===== config.mk =====
export PLATFORM = sky130hd
export DESIGN_NAME = utf8_to_utf16_transcoder
export DESIGN_NICKNAME = d
export VERILOG_FILES = /design/src/hw/rtl/u8u16_pkg.sv /design/src/hw/rtl/utf8_to_utf16_transcoder.sv /design/src/hw/rtl/u8u16_front.sv /design/src/hw/rtl/u8u16_queue.sv /design/src/hw/rtl/u8u16_back.sv
export VERILOG_INCLUDE_DIRS = /design/src /design/src/hw/rtl
export SDC_FILE = /design/constraint.sdc
export NUM_CORES = 1
export LEC_CHECK = 0
export BUFFER_PORTS_ARGS = -buffer_cell sky130_fd_sc_hd__buf_2
export CAP_MARGIN = 30
export CORE_ASPECT_RATIO = 0.8
export CORE_UTILIZATION = 27
export DETAILED_ROUTE_END_ITERATION = 8
export SLEW_MARGIN = 15
export SYNTH_ARGS = -nofsm -noshare
export SYNTH_HDL_FRONTEND = slang
export SYNTH_SLANG_ARGS = --single-unit
export TNS_END_PERCENT = 20

===== constraint.sdc =====
create_clock -name clk -period 4.8 [get_ports clk]
set_clock_uncertainty 0.05 [all_clocks]
set_input_delay 0.24 -clock clk [delete_from_list [all_inputs] [get_ports clk]]
set_output_delay 0.24 -clock clk [all_outputs]
set_load 0.005 [all_outputs]

===== src/hw/rtl/assert_macros.svh =====
// Assertion macros shared by the transcoder RTL.
// Depends on nothing; included by modules that carry assertions.
`ifndef ASSERT_MACROS_SVH
`define ASSERT_MACROS_SVH

// Same-cycle implication, disabled during reset.
`define ASSERT_IMPLIES(label, clk, rst_n, ante, cons) \
    label: assert property (@(posedge clk) disable iff (!rst_n) (ante) |-> (cons)) \
        else $error("implication check failed");

// Next-cycle implication, disabled during reset.
`define ASSERT_NEXT(label, clk, rst_n, ante, cons) \
    label: assert property (@(posedge clk) disable iff (!rst_n) (ante) |=> (cons)) \
        else $error("next-cycle check failed");

`endif


===== src/hw/rtl/u8u16_pkg.sv =====
// Types and constants of the UTF-8 to UTF-16 transcoder.
// Depends on nothing; used by every transcoder module.
package u8u16_pkg;

    localparam logic [15:0] SURR_HIGH_BASE = 16'hD800;
    localparam logic [15:0] SURR_LOW_BASE  = 16'hDC00;
    localparam logic [30:0] BMP_MAX        = 31'h0000FFFD;
    localparam logic [30:0] PLANE_BASE     = 31'h00010000;
    localparam logic [30:0] CODE_POINT_MAX = 31'h0010FFFF;

    localparam int ACCUM_W   = 31;
    localparam int PENDING_W = 3;
    localparam int DATA_W    = 20;

    typedef enum logic [2:0] {
        ST_OK        = 3'd0,
        ST_BAD_LEAD  = 3'd1,
        ST_BAD_CONT  = 3'd2,
        ST_UNREP     = 3'd3,
        ST_TRUNCATED = 3'd4
    } status_t;

    typedef enum logic [1:0] {
        KIND_UNIT  = 2'd0,
        KIND_PAIR  = 2'd1,
        KIND_ERROR = 2'd2
    } kind_t;

    typedef enum logic {
        PH_FIRST  = 1'b0,
        PH_SECOND = 1'b1
    } phase_t;

    typedef struct packed {
        logic [7:0] in_byte;
        logic       end_of_stream;
    } in_item_t;

    typedef struct packed {
        logic [15:0] code_unit;
        status_t     status;
        logic        last_unit;
    } out_item_t;

    // Unit: data[15:0] is the code unit. Pair: data is the value minus 0x10000.
    typedef struct packed {
        kind_t             kind;
        status_t           status;
        logic [DATA_W-1:0] data;
    } entry_t;

endpackage


===== src/hw/rtl/utf8_to_utf16_transcoder.sv =====
// UTF-8 to UTF-16 transcoder top level: front decode, queue, back emit.
// Each result is written into the queue and then into the output register.
// Throughput: one byte per cycle while the queue is not full; a surrogate pair gives two output units.
// The queue absorbs pair expansion; input stalls only when the queue is full.
// Reset: asynchronous, active low; clears sequence state, queue and output valid.
// Depends on u8u16_pkg, u8u16_front, u8u16_queue and u8u16_back.
module utf8_to_utf16_transcoder #(
    parameter int QUEUE_DEPTH = 4
)
(
    input  logic                 clk,
    input  logic                 rst_n,
    input  logic                 in_valid,
    output logic                 in_ready,
    input  u8u16_pkg::in_item_t  in_item,
    output logic                 out_valid,
    input  logic                 out_ready,
    output u8u16_pkg::out_item_t out_item
);

    logic              push;
    logic              pop;
    logic              full;
    logic              head_valid;
    u8u16_pkg::entry_t push_entry;
    u8u16_pkg::entry_t head;

    assign in_ready = !full;

    u8u16_front u_front
    (
        .clk        (clk),
        .rst_n      (rst_n),
        .in_valid   (in_valid),
        .in_ready   (in_ready),
        .in_item    (in_item),
        .push       (push),
        .push_entry (push_entry)
    );

    u8u16_queue #(
        .DEPTH (QUEUE_DEPTH)
    ) u_queue
    (
        .clk        (clk),
        .rst_n      (rst_n),
        .push       (push),
        .push_entry (push_entry),
        .full       (full),
        .pop        (pop),
        .head_valid (head_valid),
        .head       (head)
    );

    u8u16_back u_back
    (
        .clk        (clk),
        .rst_n      (rst_n),
        .head_valid (head_valid),
        .head       (head),
        .pop        (pop),
        .out_valid  (out_valid),
        .out_ready  (out_ready),
        .out_item   (out_item)
    );

endmodule


===== src/hw/rtl/u8u16_front.sv =====
// Front end: decodes UTF-8 bytes, tracks the partial sequence, classifies results.
// Depends on u8u16_pkg.
module u8u16_front
(
    input  logic                clk,
    input  logic                rst_n,
    input  logic                in_valid,
    input  logic                in_ready,
    input  u8u16_pkg::in_item_t in_item,
    output logic                push,
    output u8u16_pkg::entry_t   push_entry
);

    logic [u8u16_pkg::PENDING_W-1:0] pending_reg;
    logic [u8u16_pkg::PENDING_W-1:0] pending_next;
    logic [u8u16_pkg::ACCUM_W-1:0]   accum_reg;
    logic [u8u16_pkg::ACCUM_W-1:0]   accum_next;
    logic                            accept;

    function automatic u8u16_pkg::entry_t finish_value(input logic [30:0] v);
        u8u16_pkg::entry_t e;
        e.kind   = u8u16_pkg::KIND_ERROR;
        e.status = u8u16_pkg::ST_UNREP;
        e.data   = '0;
        if (v <= u8u16_pkg::BMP_MAX)
        begin
            e.kind   = u8u16_pkg::KIND_UNIT;
            e.status = u8u16_pkg::ST_OK;
            e.data   = {4'd0, v[15:0]};
        end
        else if (v >= u8u16_pkg::PLANE_BASE && v <= u8u16_pkg::CODE_POINT_MAX)
        begin
            e.kind   = u8u16_pkg::KIND_PAIR;
            e.status = u8u16_pkg::ST_OK;
            e.data   = u8u16_pkg::DATA_W'(v - u8u16_pkg::PLANE_BASE);
        end
        return e;
    endfunction

    function automatic u8u16_pkg::entry_t error_entry(input u8u16_pkg::status_t st);
        u8u16_pkg::entry_t e;
        e.kind   = u8u16_pkg::KIND_ERROR;
        e.status = st;
        e.data   = '0;
        return e;
    endfunction

    assign accept = in_valid && in_ready;

    always_comb
    begin
        logic [u8u16_pkg::ACCUM_W-1:0]   acc;
        logic [u8u16_pkg::PENDING_W-1:0] pend;
        logic                            out_now;
        u8u16_pkg::entry_t               e;

        acc     = '0;
        pend    = '0;
        out_now = 1'b0;
        e       = error_entry(u8u16_pkg::ST_BAD_LEAD);

        if (pending_reg == '0)
        begin
            case (in_item.in_byte) inside
                [8'h01:8'h7F]:
                begin
                    out_now = 1'b1;
                    e = finish_value({23'd0, in_item.in_byte});
                end
                [8'hC0:8'hDF]:
                begin
                    pend = 3'd1;
                    acc  = {26'd0, in_item.in_byte[4:0]};
                end
                [8'hE0:8'hEF]:
                begin
                    pend = 3'd2;
                    acc  = {27'd0, in_item.in_byte[3:0]};
                end
                [8'hF0:8'hF7]:
                begin
                    pend = 3'd3;
                    acc  = {28'd0, in_item.in_byte[2:0]};
                end
                [8'hF8:8'hFB]:
                begin
                    pend = 3'd4;
                    acc  = {29'd0, in_item.in_byte[1:0]};
                end
                [8'hFC:8'hFD]:
                begin
                    pend = 3'd5;
                    acc  = {30'd0, in_item.in_byte[0]};
                end
                default:
                begin
                    out_now = 1'b1;
                    e = error_entry(u8u16_pkg::ST_BAD_LEAD);
                end
            endcase
            if (!out_now && in_item.end_of_stream)
            begin
                out_now = 1'b1;
                pend    = '0;
                acc     = '0;
                e       = error_entry(u8u16_pkg::ST_TRUNCATED);
            end
        end
        else if (in_item.in_byte[7:6] != 2'b10)
        begin
            out_now = 1'b1;
            e = error_entry(u8u16_pkg::ST_BAD_CONT);
        end
        else
        begin
            acc  = {accum_reg[24:0], in_item.in_byte[5:0]};
            pend = pending_reg - 3'd1;
            if (pend == '0)
            begin
                out_now = 1'b1;
                e = finish_value(acc);
                acc = '0;
            end
            else if (in_item.end_of_stream)
            begin
                out_now = 1'b1;
                pend    = '0;
                acc     = '0;
                e       = error_entry(u8u16_pkg::ST_TRUNCATED);
            end
        end

        pending_next = accept ? pend : pending_reg;
        accum_next   = accept ? acc : accum_reg;
        push         = accept && out_now;
        push_entry   = e;
    end

    always_ff @(posedge clk or negedge rst_n)
    begin
        if (!rst_n)
        begin
            pending_reg <= '0;
            accum_reg   <= '0;
        end
        else
        begin
            pending_reg <= pending_next;
            accum_reg   <= accum_next;
        end
    end

endmodule


===== src/hw/rtl/u8u16_queue.sv =====
// Short FIFO between the decode front end and the emit back end.
// Depends on u8u16_pkg.
module u8u16_queue #(
    parameter int DEPTH = 4
)
(
    input  logic              clk,
    input  logic              rst_n,
    input  logic              push,
    input  u8u16_pkg::entry_t push_entry,
    output logic              full,
    input  logic              pop,
    output logic              head_valid,
    output u8u16_pkg::entry_t head
);

    localparam int PTR_W = $clog2(DEPTH);
    localparam int CNT_W = $clog2(DEPTH + 1);
    localparam logic [PTR_W-1:0] LAST_PTR = PTR_W'(DEPTH - 1);

    u8u16_pkg::entry_t mem_reg [DEPTH];
    logic [PTR_W-1:0]  wr_ptr_reg;
    logic [PTR_W-1:0]  wr_ptr_next;
    logic [PTR_W-1:0]  rd_ptr_reg;
    logic [PTR_W-1:0]  rd_ptr_next;
    logic [CNT_W-1:0]  count_reg;
    logic [CNT_W-1:0]  count_next;

    assign full       = (count_reg == CNT_W'(DEPTH));
    assign head_valid = (count_reg != '0);
    assign head       = mem_reg[rd_ptr_reg];

    always_comb
    begin
        wr_ptr_next = wr_ptr_reg;
        rd_ptr_next = rd_ptr_reg;
        count_next  = count_reg;
        if (push)
        begin
            wr_ptr_next = (wr_ptr_reg == LAST_PTR) ? '0 : wr_ptr_reg + 1'b1;
        end
        if (pop)
        begin
            rd_ptr_next = (rd_ptr_reg == LAST_PTR) ? '0 : rd_ptr_reg + 1'b1;
        end
        if (push && !pop)
        begin
            count_next = count_reg + 1'b1;
        end
        else if (pop && !push)
        begin
            count_next = count_reg - 1'b1;
        end
    end

    always_ff @(posedge clk)
    begin
        if (push)
        begin
            mem_reg[wr_ptr_reg] <= push_entry;
        end
    end

    always_ff @(posedge clk or negedge rst_n)
    begin
        if (!rst_n)
        begin
            wr_ptr_reg <= '0;
            rd_ptr_reg <= '0;
            count_reg  <= '0;
        end
        else
        begin
            wr_ptr_reg <= wr_ptr_next;
            rd_ptr_reg <= rd_ptr_next;
            count_reg  <= count_next;
        end
    end

endmodule


===== src/hw/rtl/u8u16_back.sv =====
// Back end: expands queued entries into UTF-16 units or error results.
// Depends on u8u16_pkg and assert_macros.svh.
`include "assert_macros.svh"

module u8u16_back
(
    input  logic                 clk,
    input  logic                 rst_n,
    input  logic                 head_valid,
    input  u8u16_pkg::entry_t    head,
    output logic                 pop,
    output logic                 out_valid,
    input  logic                 out_ready,
    output u8u16_pkg::out_item_t out_item
);

    u8u16_pkg::phase_t    phase_reg;
    u8u16_pkg::phase_t    phase_next;
    logic                 out_valid_reg;
    logic                 out_valid_next;
    u8u16_pkg::out_item_t out_item_reg;
    u8u16_pkg::out_item_t result;
    logic                 load;

    assign load      = head_valid && (!out_valid_reg || out_ready);
    assign out_valid = out_valid_reg;
    assign out_item  = out_item_reg;

    always_comb
    begin
        phase_next = phase_reg;
        if (load && head.kind == u8u16_pkg::KIND_PAIR)
        begin
            case (phase_reg)
                u8u16_pkg::PH_FIRST:  phase_next = u8u16_pkg::PH_SECOND;
                u8u16_pkg::PH_SECOND: phase_next = u8u16_pkg::PH_FIRST;
                default:              phase_next = u8u16_pkg::PH_FIRST;
            endcase
        end
    end

    always_comb
    begin
        pop = load && (head.kind != u8u16_pkg::KIND_PAIR
                       || phase_reg == u8u16_pkg::PH_SECOND);
        result.code_unit = '0;
        result.status    = head.status;
        result.last_unit = 1'b1;
        case (head.kind)
            u8u16_pkg::KIND_UNIT:
            begin
                result.code_unit = head.data[15:0];
                result.status    = u8u16_pkg::ST_OK;
            end
            u8u16_pkg::KIND_PAIR:
            begin
                result.status = u8u16_pkg::ST_OK;
                if (phase_reg == u8u16_pkg::PH_FIRST)
                begin
                    result.code_unit = u8u16_pkg::SURR_HIGH_BASE + {6'd0, head.data[19:10]};
                    result.last_unit = 1'b0;
                end
                else
                begin
                    result.code_unit = u8u16_pkg::SURR_LOW_BASE + {6'd0, head.data[9:0]};
                end
            end
            default:
            begin
                result.code_unit = '0;
            end
        endcase
        out_valid_next = load ? 1'b1 : (out_ready ? 1'b0 : out_valid_reg);
    end

    always_ff @(posedge clk)
    begin
        if (load)
        begin
            out_item_reg <= result;
        end
    end

    always_ff @(posedge clk or negedge rst_n)
    begin
        if (!rst_n)
        begin
            phase_reg     <= u8u16_pkg::PH_FIRST;
            out_valid_reg <= 1'b0;
        end
        else
        begin
            phase_reg     <= phase_next;
            out_valid_reg <= out_valid_next;
        end
    end

    `ASSERT_IMPLIES(a_second_half_queued, clk, rst_n, phase_reg == u8u16_pkg::PH_SECOND, head_valid && head.kind == u8u16_pkg::KIND_PAIR)
    `ASSERT_IMPLIES(a_pop_has_entry, clk, rst_n, pop, head_valid)
    `ASSERT_IMPLIES(a_high_half_form, clk, rst_n, out_valid_reg && !out_item_reg.last_unit, out_item_reg.status == u8u16_pkg::ST_OK && out_item_reg.code_unit[15:10] == 6'b110110)
    `ASSERT_IMPLIES(a_error_form, clk, rst_n, out_valid_reg && out_item_reg.status != u8u16_pkg::ST_OK, out_item_reg.code_unit == 16'd0 && out_item_reg.last_unit)
    `ASSERT_NEXT(a_high_then_pending_low, clk, rst_n, load && phase_reg == u8u16_pkg::PH_FIRST && head.kind == u8u16_pkg::KIND_PAIR, phase_reg == u8u16_pkg::PH_SECOND)

endmodule


==> impl_metrics.env <==
export IMPL_ys_seq_area_share_pct=65.6
export IMPL_crit_path_end_kind="flop"
export IMPL_layoutNonFillerInstCount=868
export IMPL_slew_headroom_pct=37.5
export IMPL_min_path_cells=3
export IMPL_grt_start_max_net_pins=38
export IMPL_io_buffers=34
export IMPL_vias=4180
export IMPL_ys_async_sr_fraction_pct=23.6
export IMPL_ff2ff_path_depth=11
export IMPL_synth_edf_count=120
export IMPL_intPower_uw=3150
export IMPL_hold_path_class="in -> reg"
export IMPL_crit_family="simple AND/OR/NAND/NOR gates"
export IMPL_rows=51
export IMPL_nets=562
export IMPL_die_w_microns=181
export IMPL_rsz0062_at_grt="no"
export IMPL_clockPowerShare_pct=28.9
export IMPL_ys_warn_count=0
export IMPL_synth_cell_type_count=55
export IMPL_cts_hold_buffers=2
export IMPL_finalCritPeriodShare_pct=72.5
export IMPL_synthTopCellsByCount="edfxtp_1, nand2_1, dfrtp_1, mux4_2, nor2_1"
export IMPL_critPathMaxStageDelay_ps=810
export IMPL_synthFlopType="edfxtp_1"
export IMPL_diodes=0
export IMPL_post_cts_repair_setup_buffers=0
export IMPL_startpoint_type="flop"
export IMPL_crit_slowest_cell="dfrtp_1"
export IMPL_initial_core_util_pct=28.0
export IMPL_fp_dieArea_sq_mm=0.0262
export IMPL_grt_pass1_wl_microns=23900
export IMPL_crit_type="reg -> reg"
export IMPL_finalCriticalPeriod_ps=3480
export IMPL_placedCellCount=833
export IMPL_path_cells="mux4_2, nor2b_1, nand2b_1, and2_1, inv_1, ha_1, inv_1, fa_1, xor2_1, nor2_1, xor2_1"
export IMPL_peakVddDrop_v=0.000269
export IMPL_grtUsageTotal_pct=12.1
export IMPL_ioPinCount=35
export IMPL_hpwl_microns=10200
export IMPL_area_growth_pct=16.9
export IMPL_max_freq_mhz=287
export IMPL_drcViolationCount=0
export IMPL_syn_inst=494
export IMPL_globalplace_congestion=0.814
export IMPL_pwr_share_comb_pct=28.1
export IMPL_synthTopCellsByArea="edfxtp_1, dfrtp_1, mux4_2, nand2_1, ha_1"
export IMPL_netlist_area_sq_mm=0.00690
export IMPL_hold_viol=0
export IMPL_drv_slew=0
export IMPL_largest_reg_flops=100
export IMPL_drive_above_1_share_pct=21.3
export IMPL_synth_top_area_share_pct=52.2
export IMPL_pre_cts_slack_ps=1320
export IMPL_cts_repair_resize_count=0
export IMPL_cts_tree="yes"
export IMPL_yosysTopAreaCell="edfxtp_1"
export IMPL_ys_ff_latch=157
export IMPL_cts_root_buf="clkbuf_16"
export IMPL_critical_path_depth=11
export IMPL_critical_path_buf_inv_count=2
export IMPL_clkLatencyLatePin_ps=430
export IMPL_drt_iter0_drc=392
export IMPL_max_cap_violations=0
export IMPL_antenna_found_initial=0
export IMPL_htreeDepth=4
export IMPL_cp_max_fo=14
export IMPL_p_leak_uw=0.00296
export IMPL_ant_nets=0
export IMPL_p_sw_uw=1510
export IMPL_grt_ovfl_total=0
export IMPL_status="complete, no violations"
export IMPL_p_per_area_mw_per_mm2=578
export IMPL_clk_pin_slew_ps=70
export IMPL_avgViaCountPerCell=4.82
export IMPL_setup_viol=0
export IMPL_first_pass_iters=6
export IMPL_grt_pass1_vias=4151
export IMPL_cts_buffers=17
export IMPL_fin_tns_setup_ps=0
export IMPL_avgSynthCellArea_sq_um=14.0
export IMPL_cts_sinks=157
export IMPL_critPathArrivalTime_ps=3790
export IMPL_drt_total_wl_microns=15100
export IMPL_seq_power_share_pct=43.0
export IMPL_p_sw_share_pct=32.5
export IMPL_cp_required_ps=5110
export IMPL_worst_slack_ps=1320
export IMPL_clockBufferDepth=2
export IMPL_syn_nets=519
export IMPL_core_sq_mm=0.0247
export IMPL_die_y_microns=145
export IMPL_synth_most_common_cell="edfxtp_1"
export IMPL_tightest_slew_ps=935
export IMPL_routedWlPerCell_microns=17.4
-- cells by family (layout without fill, tap and decap cells) --
logic type               Yosys count  after routing  share of synthesized area, %
flip-flops                       157            157                          65.6
adder cells (fa/ha/maj)           12             12                          2.28
buffers and inverters             39             95                          2.43
AO/OA/AOI/OAI                     65             65                          6.22
AND/OR/NAND/NOR                  184            184                          13.5
XOR/XNOR                           5              5                         0.635
multiplexers                      32             32                          9.32
-- power groups by stage --
stage,logic [uW],clock network [uW],registers (uW)
3_3_place_gp,1300,0,2030
5_1_grt,1440,1430,2040
6_report,1310,1350,2000
4_1_cts,1320,1380,2010
3_5_place_dp,1310,0,2030
2_1_floorplan,911,0,1990
-- cell type report --
type,instances,area (sq um)
clock inverters,15,170
flip-flops and latches,157,4530
repair buffers,45,270
clock buffers,17,425
fillers,2397,16600
well taps,318,398
multi-input cells,298,2210
inverters,18,67.6
-- through the flow --
step	utilization [%]	cell area, sq um	total power [uW]	hold slack (ps)
final	32.7	8070	4660	67.6
after global routing	32.7	8070	4910	60.7
after CTS	32.6	8050	4710	43.9
after detailed placement	30.1	7430	3340	386
after global placement	30.1	7430	3330	384
after floorplan	-	6900	2900	-106
-- routing by layer --
metal | vias up | wire length [microns] | track usage [%]
li1 | 1942 | - | -
met1 | 2073 | 7900 | 18.4
met2 | 147 | 6060 | 15.9
met3 | 18 | 914 | 3.69
met4 | 0 | 197 | 4.32
met5 | - | 0 | 0
-- worst reg2reg max path, cell delays in order (launching register included) --
cell and delay (ps):
dfrtp_1 810, mux4_2 480, nor2b_1 620, nand2b_1 140, and2_1 220, inv_1 60, ha_1 170, inv_1 60
fa_1 370, xor2_1 170, nor2_1 110, xor2_1 150
-- final timing paths --
check / start / to / slack (ps)
setup / recovery: u_queue.rd_ptr_reg[0] / u_queue.count_reg[2] / 1320
hold / removal: in_item[1] / u_front.accum_reg[0] / 70
setup reg to reg: u_queue.rd_ptr_reg[0] / u_queue.count_reg[2] / 1320
hold reg to reg: u_front.accum_reg[20] / u_front.accum_reg[20] / 420
max in group asynchronous: rst_n / u_front.accum_reg[6] / 4100
min in group asynchronous: rst_n / u_back.out_valid / 140
-- placed cells by master (no fill, tap or decap), drive strengths merged, types with 2 or more instances in the layout --
cell and instances:
a211oi 4, a21oi 25, a31oi 7, and2 11
buf 43, clkbuf 17, clkinv 3, clkinvlp 2
dfrtp 37, dlygate4sd3 2, edfxtp 120, ha 11
inv 27, mux2 5, mux2i 2, mux4 25
nand2 78, nand2b 6, nand3 22, nand4 3
nor2 25, nor2b 3, nor3 7, nor3b 11
nor4 8, o2111ai 2, o21a 2, o21ai 12
o31ai 7, o32ai 2, or3 2, or4 2
xnor2 2, xor2 3
Power figures use the tool's default switching activity.
